--- src/rtl/qinb_pkg.sv ---
// Shared types and constants of the QUBO implication network builder.
// Used by qinb_edge_out and qubo_implication_network_builder_core; no dependencies.
package qinb_pkg;

  // Largest supported variable count and the accumulator memory built from it.
  localparam int MAX_VARS = 64;
  localparam int ADDR_W   = (MAX_VARS > 1) ? $clog2(MAX_VARS) : 1;

  // Field widths fixed by the interface.
  localparam int IDX_W  = 6;
  localparam int VAL_W  = 16;
  localparam int NVAR_W = 7;
  localparam int NODE_W = 8;
  localparam int CAP_W  = 22;
  localparam int ACC_W  = 22;
  localparam int SUM_W  = ACC_W + 1;
  localparam int OFS_W  = 40;
  localparam int INIT_W = 32;
  localparam int ONOW_W = 42;
  localparam int CFG_W  = 32;

  localparam int S_DATA_W = 32;
  localparam int M_DATA_W = 2 * NODE_W + CAP_W + ONOW_W;

  // Configuration register indexes.
  typedef enum logic {
    CFG_NUM_VARS = 1'b0,
    CFG_INIT_OFS = 1'b1
  } cfg_index_t;

  // Input item kinds carried on tuser.
  typedef enum logic {
    CMD_QUAD = 1'b0,
    CMD_LIN  = 1'b1
  } cmd_t;

  // One item's edge pair, handed from the accumulator stage to the output stage.
  typedef struct packed {
    logic [NODE_W-1:0]       from0;
    logic [NODE_W-1:0]       to0;
    logic [NODE_W-1:0]       from1;
    logic [NODE_W-1:0]       to1;
    logic [CAP_W-1:0]        cap;
    logic signed [SUM_W-1:0] sum;
    logic                    ofs_upd;
  } edge_pair_t;

endpackage

--- src/rtl/qubo_implication_network_builder_core.sv ---
// Top level of the QUBO implication network builder: configuration, accumulator memory
// and edge selection. Depends on qinb_pkg and qinb_edge_out.

// Each accepted coefficient item yields either nothing (lower triangle, diagonal or an
// index at or beyond the variable count) or a pair of edge writes on the master side,
// the second marked by tlast. The single output channel sets the sustained rate, but an
// item that yields nothing does not wait for it. The first edge of an item passes the
// stage 1, stage 2 and edge pair registers before it is presented and can be held there
// by back-pressure. The per-row linear accumulators sit in a 64-entry memory with a
// registered read and a bypass for a write to the same row in the cycle of the read;
// per-entry valid bits make rows read as zero after reset, so no clearing pass is
// needed. Configuration registers (num_variables, initial_offset) must be written
// by the user only while the block is idle; the block does not enforce this.
module qubo_implication_network_builder_core (
  input  logic                               clk,
  input  logic                               rst,
  input  logic                               s_tvalid,
  output logic                               s_tready,
  // s_tdata fields from bit 0 up: row, col, value, zero fill.
  input  logic [qinb_pkg::S_DATA_W-1:0]      s_tdata,
  // s_tuser fields from bit 0 up: cmd.
  input  logic                               s_tuser,
  output logic                               m_tvalid,
  input  logic                               m_tready,
  // m_tdata fields from bit 0 up: from_node, to_node, capacity, offset_now.
  output logic [qinb_pkg::M_DATA_W-1:0]      m_tdata,
  // m_tlast: last.
  output logic                               m_tlast,
  input  logic                               cfg_we,
  input  logic                               cfg_index,
  input  logic [qinb_pkg::CFG_W-1:0]         cfg_data
);

  logic [qinb_pkg::NVAR_W-1:0]        num_variables;
  logic signed [qinb_pkg::INIT_W-1:0] initial_offset;

  always_ff @(posedge clk) begin
    if (rst) begin
      num_variables  <= qinb_pkg::NVAR_W'(qinb_pkg::MAX_VARS);
      initial_offset <= '0;
    end else if (cfg_we) begin
      case (qinb_pkg::cfg_index_t'(cfg_index))
        qinb_pkg::CFG_NUM_VARS: num_variables  <= cfg_data[qinb_pkg::NVAR_W-1:0];
        qinb_pkg::CFG_INIT_OFS: initial_offset <= cfg_data[qinb_pkg::INIT_W-1:0];
        default: ;
      endcase
    end
  end

  // Input fields.
  logic [qinb_pkg::IDX_W-1:0]        in_row;
  logic [qinb_pkg::IDX_W-1:0]        in_col;
  logic signed [qinb_pkg::VAL_W-1:0] in_value;
  logic [qinb_pkg::ADDR_W-1:0]       in_addr;
  logic                              in_acc;

  assign in_row   = s_tdata[qinb_pkg::IDX_W-1:0];
  assign in_col   = s_tdata[2*qinb_pkg::IDX_W-1:qinb_pkg::IDX_W];
  assign in_value = s_tdata[2*qinb_pkg::IDX_W+qinb_pkg::VAL_W-1:2*qinb_pkg::IDX_W];
  assign in_addr  = qinb_pkg::ADDR_W'(in_row);
  assign in_acc   = s_tvalid && s_tready;

  // Accumulator memory with valid bits.
  logic [qinb_pkg::ACC_W-1:0] acc_mem [qinb_pkg::MAX_VARS];
  logic [qinb_pkg::MAX_VARS-1:0] acc_vld;
  logic                          wr_en;
  logic [qinb_pkg::ADDR_W-1:0]   wr_addr;
  logic [qinb_pkg::ACC_W-1:0]    wr_data;

  // Stage 1: item with its accumulator read.
  logic                              s1_valid;
  logic                              s1_cmd;
  logic [qinb_pkg::IDX_W-1:0]        s1_row;
  logic [qinb_pkg::IDX_W-1:0]        s1_col;
  logic signed [qinb_pkg::VAL_W-1:0] s1_value;
  logic [qinb_pkg::ACC_W-1:0]        rd_raw;
  logic                              rd_vld;
  logic                              rd_fwd;
  logic [qinb_pkg::ACC_W-1:0]        fwd_data;

  logic                 s1_adv;
  logic                 s1_keep;
  logic                 out_ready;
  qinb_pkg::edge_pair_t pair;

  always_ff @(posedge clk) begin
    if (wr_en) begin
      acc_mem[wr_addr] <= wr_data;
    end
    if (in_acc) begin
      rd_raw   <= acc_mem[in_addr];
      rd_fwd   <= wr_en && (wr_addr == in_addr);
      fwd_data <= wr_data;
      s1_cmd   <= s_tuser;
      s1_row   <= in_row;
      s1_col   <= in_col;
      s1_value <= in_value;
    end
  end

  always_ff @(posedge clk) begin
    if (rst) begin
      acc_vld  <= '0;
      rd_vld   <= 1'b0;
      s1_valid <= 1'b0;
    end else begin
      if (wr_en) begin
        acc_vld[wr_addr] <= 1'b1;
      end
      if (in_acc) begin
        rd_vld <= acc_vld[in_addr];
      end
      if (s_tready) begin
        s1_valid <= s_tvalid;
      end
    end
  end

  // Edge selection and accumulator update.
  logic [qinb_pkg::NVAR_W-1:0]       n_eff;
  logic signed [qinb_pkg::ACC_W-1:0] acc_old;
  logic signed [qinb_pkg::SUM_W-1:0] sum;
  logic signed [qinb_pkg::SUM_W-1:0] operand;
  logic [qinb_pkg::SUM_W-1:0]        mag;
  logic                              neg;
  logic [qinb_pkg::NODE_W-1:0]       node_i;
  logic [qinb_pkg::NODE_W-1:0]       node_j;
  logic [qinb_pkg::NODE_W-1:0]       node_ni;
  logic [qinb_pkg::NODE_W-1:0]       node_nj;
  logic [qinb_pkg::NODE_W-1:0]       node_src;
  logic [qinb_pkg::NODE_W-1:0]       node_sink;

  always_comb begin
    if (num_variables == '0) begin
      n_eff = qinb_pkg::NVAR_W'(1);
    end else if (int'(num_variables) > qinb_pkg::MAX_VARS) begin
      n_eff = qinb_pkg::NVAR_W'(qinb_pkg::MAX_VARS);
    end else begin
      n_eff = num_variables;
    end

    s1_keep = ({1'b0, s1_row} < n_eff) &&
              ((s1_cmd == qinb_pkg::CMD_LIN) ||
               (({1'b0, s1_col} < n_eff) && (s1_row < s1_col)));

    // A row never written since reset reads as zero.
    acc_old = rd_fwd ? fwd_data : (rd_vld ? rd_raw : '0);
    sum     = qinb_pkg::SUM_W'(acc_old) + qinb_pkg::SUM_W'(s1_value);

    operand = (s1_cmd == qinb_pkg::CMD_LIN) ? sum : qinb_pkg::SUM_W'(s1_value);
    neg     = operand[qinb_pkg::SUM_W-1];
    mag     = neg ? -operand : operand;

    node_i    = qinb_pkg::NODE_W'(s1_row);
    node_j    = qinb_pkg::NODE_W'(s1_col);
    node_ni   = qinb_pkg::NODE_W'(s1_row) + qinb_pkg::NODE_W'(n_eff) + qinb_pkg::NODE_W'(1);
    node_nj   = qinb_pkg::NODE_W'(s1_col) + qinb_pkg::NODE_W'(n_eff) + qinb_pkg::NODE_W'(1);
    node_src  = qinb_pkg::NODE_W'(n_eff);
    node_sink = qinb_pkg::NODE_W'(n_eff) + qinb_pkg::NODE_W'(n_eff) + qinb_pkg::NODE_W'(1);

    pair.cap     = mag[qinb_pkg::CAP_W-1:0];
    pair.sum     = sum;
    pair.ofs_upd = (s1_cmd == qinb_pkg::CMD_LIN) && neg;
    if (s1_cmd == qinb_pkg::CMD_LIN) begin
      pair.from0 = node_src;
      pair.to0   = neg ? node_i : node_ni;
      pair.from1 = neg ? node_ni : node_i;
      pair.to1   = node_sink;
    end else begin
      pair.from0 = node_i;
      pair.to0   = neg ? node_j : node_nj;
      pair.from1 = neg ? node_nj : node_j;
      pair.to1   = node_ni;
    end

    s1_adv = s1_valid && (!s1_keep || out_ready);

    // Negative quadratic coefficients fold into the row accumulator, saturated.
    wr_en   = s1_adv && s1_keep && (s1_cmd == qinb_pkg::CMD_QUAD) && s1_value[qinb_pkg::VAL_W-1];
    wr_addr = qinb_pkg::ADDR_W'(s1_row);
    if (sum[qinb_pkg::SUM_W-1] != sum[qinb_pkg::SUM_W-2]) begin
      wr_data = {sum[qinb_pkg::SUM_W-1], {(qinb_pkg::ACC_W-1){~sum[qinb_pkg::SUM_W-1]}}};
    end else begin
      wr_data = sum[qinb_pkg::ACC_W-1:0];
    end
  end

  assign s_tready = !s1_valid || s1_adv;

  qinb_edge_out u_edge_out (
    .clk            (clk),
    .rst            (rst),
    .in_valid       (s1_valid && s1_keep),
    .in_ready       (out_ready),
    .in_pair        (pair),
    .initial_offset (initial_offset),
    .m_tvalid       (m_tvalid),
    .m_tready       (m_tready),
    .m_tdata        (m_tdata),
    .m_tlast        (m_tlast)
  );

endmodule

--- src/rtl/qinb_edge_out.sv ---
// Output side of the implication network builder: offset accumulator and edge pair register.
// Depends on qinb_pkg.
module qinb_edge_out (
  input  logic                                clk,
  input  logic                                rst,
  input  logic                                in_valid,
  output logic                                in_ready,
  input  qinb_pkg::edge_pair_t                in_pair,
  input  logic signed [qinb_pkg::INIT_W-1:0]  initial_offset,
  output logic                                m_tvalid,
  input  logic                                m_tready,
  // m_tdata fields from bit 0 up: from_node, to_node, capacity, offset_now.
  output logic [qinb_pkg::M_DATA_W-1:0]       m_tdata,
  output logic                                m_tlast
);

  // Stage holding the item while the offset is updated.
  logic                  s2_valid;
  qinb_pkg::edge_pair_t  s2_pair;
  logic                  s2_adv;

  logic signed [qinb_pkg::OFS_W-1:0]  ofs_acc;
  logic signed [qinb_pkg::OFS_W:0]    ofs_sum;
  logic signed [qinb_pkg::OFS_W-1:0]  ofs_next;

  // Edge pair register; phase selects the edge being shown.
  logic                               p_valid;
  logic                               p_phase;
  qinb_pkg::edge_pair_t               p_pair;
  logic signed [qinb_pkg::ONOW_W-1:0] p_ofs_now;
  logic                               p_done;

  assign p_done   = p_valid && p_phase && m_tready;
  assign s2_adv   = s2_valid && (!p_valid || p_done);
  assign in_ready = !s2_valid || s2_adv;

  always_comb begin
    ofs_sum = (qinb_pkg::OFS_W+1)'(ofs_acc) + (qinb_pkg::OFS_W+1)'(s2_pair.sum);
    ofs_next = ofs_acc;
    if (s2_pair.ofs_upd) begin
      // Saturate to the accumulator range when the sum leaves it.
      if (ofs_sum[qinb_pkg::OFS_W] != ofs_sum[qinb_pkg::OFS_W-1]) begin
        ofs_next = {ofs_sum[qinb_pkg::OFS_W], {(qinb_pkg::OFS_W-1){~ofs_sum[qinb_pkg::OFS_W]}}};
      end else begin
        ofs_next = ofs_sum[qinb_pkg::OFS_W-1:0];
      end
    end
  end

  always_ff @(posedge clk) begin
    if (rst) begin
      s2_valid <= 1'b0;
      p_valid  <= 1'b0;
      p_phase  <= 1'b0;
      ofs_acc  <= '0;
    end else begin
      if (in_ready) begin
        s2_valid <= in_valid;
      end
      if (s2_adv) begin
        ofs_acc <= ofs_next;
        p_valid <= 1'b1;
        p_phase <= 1'b0;
      end else if (p_done) begin
        p_valid <= 1'b0;
        p_phase <= 1'b0;
      end else if (p_valid && m_tready) begin
        p_phase <= 1'b1;
      end
    end
  end

  always_ff @(posedge clk) begin
    if (in_ready && in_valid) begin
      s2_pair <= in_pair;
    end
    if (s2_adv) begin
      p_pair    <= s2_pair;
      p_ofs_now <= qinb_pkg::ONOW_W'(initial_offset) + qinb_pkg::ONOW_W'(ofs_next);
    end
  end

  assign m_tvalid = p_valid;
  assign m_tlast  = p_phase;
  assign m_tdata  = p_phase ? {p_ofs_now, p_pair.cap, p_pair.to1, p_pair.from1}
                            : {p_ofs_now, p_pair.cap, p_pair.to0, p_pair.from0};

endmodule

--- config.mk ---
export PLATFORM = sky130hd
export DESIGN_NAME = qubo_implication_network_builder_core
export DESIGN_NICKNAME = d
export VERILOG_FILES = /design/src/rtl/qinb_pkg.sv /design/src/rtl/qubo_implication_network_builder_core.sv /design/src/rtl/qinb_edge_out.sv
export SDC_FILE = /design/constraint.sdc
export NUM_CORES = 2
export LEC_CHECK = 0
export BUFFER_PORTS_ARGS = -buffer_cell sky130_fd_sc_hd__buf_2
export CORE_MARGIN = 8
export CORE_UTILIZATION = 63
export DETAILED_ROUTE_END_ITERATION = 7
export PLACE_DENSITY = 0.82
export SLEW_MARGIN = 30
export SYNTH_ARGS = -nofsm -noshare
export SYNTH_HDL_FRONTEND = slang
export SYNTH_SLANG_ARGS = --single-unit
export TNS_END_PERCENT = 10
--- constraint.sdc ---
create_clock -name clk -period 8.1 [get_ports clk]
set_input_delay 1.215 -clock clk [delete_from_list [all_inputs] [get_ports clk]]
set_output_delay 1.215 -clock clk [all_outputs]
set_load 0.02 [all_outputs]
==> impl_metrics.py <==
metrics = {
    "timing": {
        "worstMarginPinSlew_ns": 1.20,
        "fin_crit_ns": 6.84,
        "min_period_over_period_pct": 84.4,
        "holdWs_ns": 0.417,
        "fmax_mhz": 146,
        "rsz0062_at_grt": "no",
        "maxSlewViolCount": 0,
        "finClkSkew_ns": 0.0278,
        "setup_viol": 0,
        "hold_viol": 0,
        "finalSetupTns_ns": 0,
        "slew_headroom_pct": 19.8,
    },
    "floorplan": {
        "die_x_um": 362,
        "start_util_pct": 63.3,
        "ioPinCount": 154,
        "dieHeight_um": 362,
        "die-area_um2": 131000,
        "rows": 127,
        "core_um2": 119000,
    },
    "routing": {
        "vias": 42700,
        "wl_per_cell_um": 33.4,
        "drc_errors": 0,
        "firstDrtPassIters": 7,
        "routed_wl_um": 206000,
        "drt-vias-per-instance": 6.93,
        "drtAntennaViolNets": 0,
        "drt_iter0_drc": 5891,
    },
    "clock_tree": {
        "cts_max_path_buffers": 3,
        "clk_transition_reported_paths_ns": 0.07,
        "cts_root_buf": "clkbuf_16",
        "ctsHtreeMaxLevel": 4,
        "ctsResizeCount": 0,
        "hold_buffers": 0,
        "cts_sinks": 1801,
        "post_cts_buffers": 0,
        "numCtsBuffers": 170,
        "clk_latency_ns": 0.80,
        "cts_tree": "done",
    },
    "global_route": {
        "grt_pass1_vias": 42600,
        "grt-ovfl-total": 0,
        "antenna_found_initial": 16,
        "grtUsageTotal_pct": 31.1,
        "grt_pass1_wl_um": 296000,
        "grt_max_degree": 126,
    },
    "placement": {
        "dp_hpwl_um": 107000,
        "buffer_ports.inserted": 149,
        "routabilityCongestion": 0.918,
        "place_area_um2": 78400,
        "placed_cells": 5831,
    },
    "logic_synthesis": {
        "synth_edf_count": 1653,
        "netlist.area_leader.share_pct": 65.7,
        "syn_area_um2": 75600,
        "synth_top_cell_by_area": "edfxtp_1",
        "synth_seq_cells": 1801,
        "synthTopCellsByArea": "edfxtp_1 66%, mux4_2 14%, dfxtp_1 3.9%, ha_1 2.3%, nor2_1 1.4%",
        "yosys_most_used_dff": "edfxtp_1",
        "synth_cell_type_count": 90,
        "ys_async_sr_fraction_pct": 0,
        "seq_area_frac_synth_pct": 69.6,
        "syn_avg_cell_area_um2": 17.9,
        "synth-warning-count": 0,
        "syn_nets": 4434,
        "postSynthCellCount": 4220,
    },
    "pwr": {
        "powerDensity_nw_per_um2": 253,
        "peakVddDrop_mv": 0.247,
        "power_leakage_nw": 27.9,
        "total_power_w": 0.0212,
    },
    "worst_hold_path": {
        "hold_start": "u_edge_out.s2_pair[46]",
        "min_to": "u_edge_out.p_pair[46]",
        "hp-class": "reg -> reg",
        "holdPathStages": 0,
    },
    "cells_and_area": {
        "areaGrowthSynthToFinish_pct": 11.1,
        "drive_gt1_share_pct": 24.6,
        "fill_cells": 6953,
        "final_area_um2": 84000,
        "multi_input_area_um2": 22000,
        "final_cells": 6154,
        "num-nets-final": 4608,
        "regArea_um2": 52600,
    },
    "job": {
        "cap_viol_max_count": 0,
    },
    "critical_path": {
        "ff2ff_setup_slack_ns": 1.26,
        "crit_path_end_kind": "flip-flop",
        "critPathArrivalTime_ns": 7.37,
        "r2r_start": "u_edge_out.ofs_acc[0]",
        "required_ns": 8.64,
        "worstSetupPathType": "reg -> reg",
        "cp_max_fo": 36,
        "setup.worst_path.start_class": "flip-flop",
        "reg2reg_depth": 26,
        "reg2reg_to": "u_edge_out.p_ofs_now[40]",
    },
    "run_status": {
        "status": "completed",
    },
}
==> state kept, by name, indices dropped and copies added (netlist names) <==
name / cells
initial_offset: 32
u_edge_out.s2_valid: 1
acc_vld: 64
acc_mem: 1408
s1_valid: 1
s1_col: 6
s1_cmd: 1
u_edge_out.ofs_acc: 40
u_edge_out.s2_pair: 77
num_variables: 7
fwd_data: 22
u_edge_out.m_tvalid: 1
rd_vld: 1
u_edge_out.m_tlast: 1
rd_fwd: 1
s1_value: 16
s1_row: 6
u_edge_out.p_pair: 53
rd_raw: 22
u_edge_out.p_ofs_now: 41
==> worst max-delay path by stage <==
stage / start / endpoint / slack (ns) / cells after the start
floorplan: m_tready / u_edge_out.ofs_acc[10] / 1.21 / 8
global placement: u_edge_out.s2_pair[23] / u_edge_out.p_ofs_now[26] / 1.40 / 22
detailed placement: u_edge_out.s2_pair[23] / u_edge_out.p_ofs_now[40] / 1.29 / 23
CTS: u_edge_out.s2_pair[23] / u_edge_out.p_ofs_now[40] / 1.27 / 23
global route: u_edge_out.s2_pair[23] / u_edge_out.p_ofs_now[39] / 0.67 / 22
finish: u_edge_out.ofs_acc[0] / u_edge_out.p_ofs_now[40] / 1.26 / 26
==> cells in the mapped netlist (34+ instances only) <==
master and n:
nand2_1 193, clkbuf_1 149, a31oi_1 70, o2bb2ai_1 34, nor2_1 277, mux4_2 483, dfxtp_1 148, o21ai_0 77
a21o_1 66, xor2_1 42, inv_1 82, buf_2 38, ha_1 138, a21oi_1 148, o21ai_1 39, edfxtp_1 1653
xnor2_1 71
==> critical path, stage by stage, from the launching register on <==
cell and delay [ns]:
dfxtp_1 0.36, ha_1 0.22, inv_1 0.07, fa_1 0.37, nand2b_1 0.19, a21o_1 0.19, a31oi_1 0.39, a31oi_1 0.31
o21ai_0 0.23, o21a_1 0.22, nor3b_2 0.09, mux2i_4 0.28, nand2_4 0.30, o2bb2ai_1 0.29, ha_1 0.21, inv_1 0.07
fa_1 0.42, nor2b_1 0.17, o21ba_2 0.15, o21a_1 0.21, o2111ai_1 0.22, a211o_1 0.36, a31o_2 0.31, nor3_1 0.38
o41a_1 0.23, nor3_1 0.05, mux2_2 0.25
==> metal layers <==
metal / up-vias / GRT usage (%) / share of wire (%)
met5: - / 0 / 0.038
met4: 10 / 15.8 / 5.9
met3: 698 / 8.74 / 13
met2: 3376 / 50.2 / 48
met1: 21200 / 38.8 / 34
li1: 17400 / - / -
==> final cells by class <==
cell class                      count  area share (%)
Timing Repair Buffer              240            1.88
Antenna cell                       13          0.0387
Clock buffer                      224            5.47
Tap cell                         1612            2.40
Multi-Input combinational cell   2096            26.2
Clock inverter                     83            1.00
Inverter                           85           0.381
Sequential cell                  1801            62.6
==> stage by stage <==
step                setup slack, ns  util, %
detailed placement             1.29     65.6
CTS                            1.27     70.2
global route                  0.673     70.2
finish                         1.26     70.3
global placement               1.40     65.6
floorplan                      1.21        -
==> power breakdown <==
group | internal, W | switching (W) | leakage [nW] | total [W]
sequential | 0.0109 | 0.0000662 | 16.1 | 0.0110
clock | 0.00444 | 0.00355 | 2.64 | 0.00798
combinational | 0.000611 | 0.00164 | 9.18 | 0.00225
==> cells in the final DEF (no fill, tap or decap), types with 20 or more instances in the layout <==
cell | Yosys | layout
mux4_2 | 483 | 483
nand3_1 | 22 | 20
nand2b_1 | 25 | 25
clkbuf_16 | 0 | 175
nor3_1 | 25 | 23
mux2i_1 | 23 | 23
ha_1 | 138 | 138
o2bb2ai_1 | 34 | 34
buf_2 | 38 | 144
nor2_1 | 277 | 211
inv_1 | 82 | 79
clkinv_2 | 0 | 25
nor2_2 | 0 | 48
edfxtp_1 | 1653 | 1653
mux2_2 | 25 | 25
nor2b_1 | 22 | 21
clkbuf_1 | 149 | 44
a21oi_1 | 148 | 148
a22o_1 | 23 | 23
o21a_1 | 25 | 25
buf_4 | 24 | 85
o21ai_0 | 77 | 77
dfxtp_1 | 148 | 148
nand2_1 | 193 | 192
clkinv_1 | 2 | 30
xnor2_1 | 71 | 70
o21ai_1 | 39 | 39
a31oi_1 | 70 | 70
a21o_1 | 66 | 66
xor2_1 | 42 | 41
and2_1 | 21 | 21
==> kinds of logic after synthesis <==
kind of cell,after synthesis,share of synthesized area [%]
flip-flops,1801,69.6
AND/OR/NAND/NOR,663,3.96
AO/OA/AOI/OAI,623,5.50
multiplexers,533,15.1
buffers and inverters,323,1.83
adder cells (fa/ha/maj),164,2.70
XOR/XNOR,113,1.31
Power figures use the tool's default switching activity.
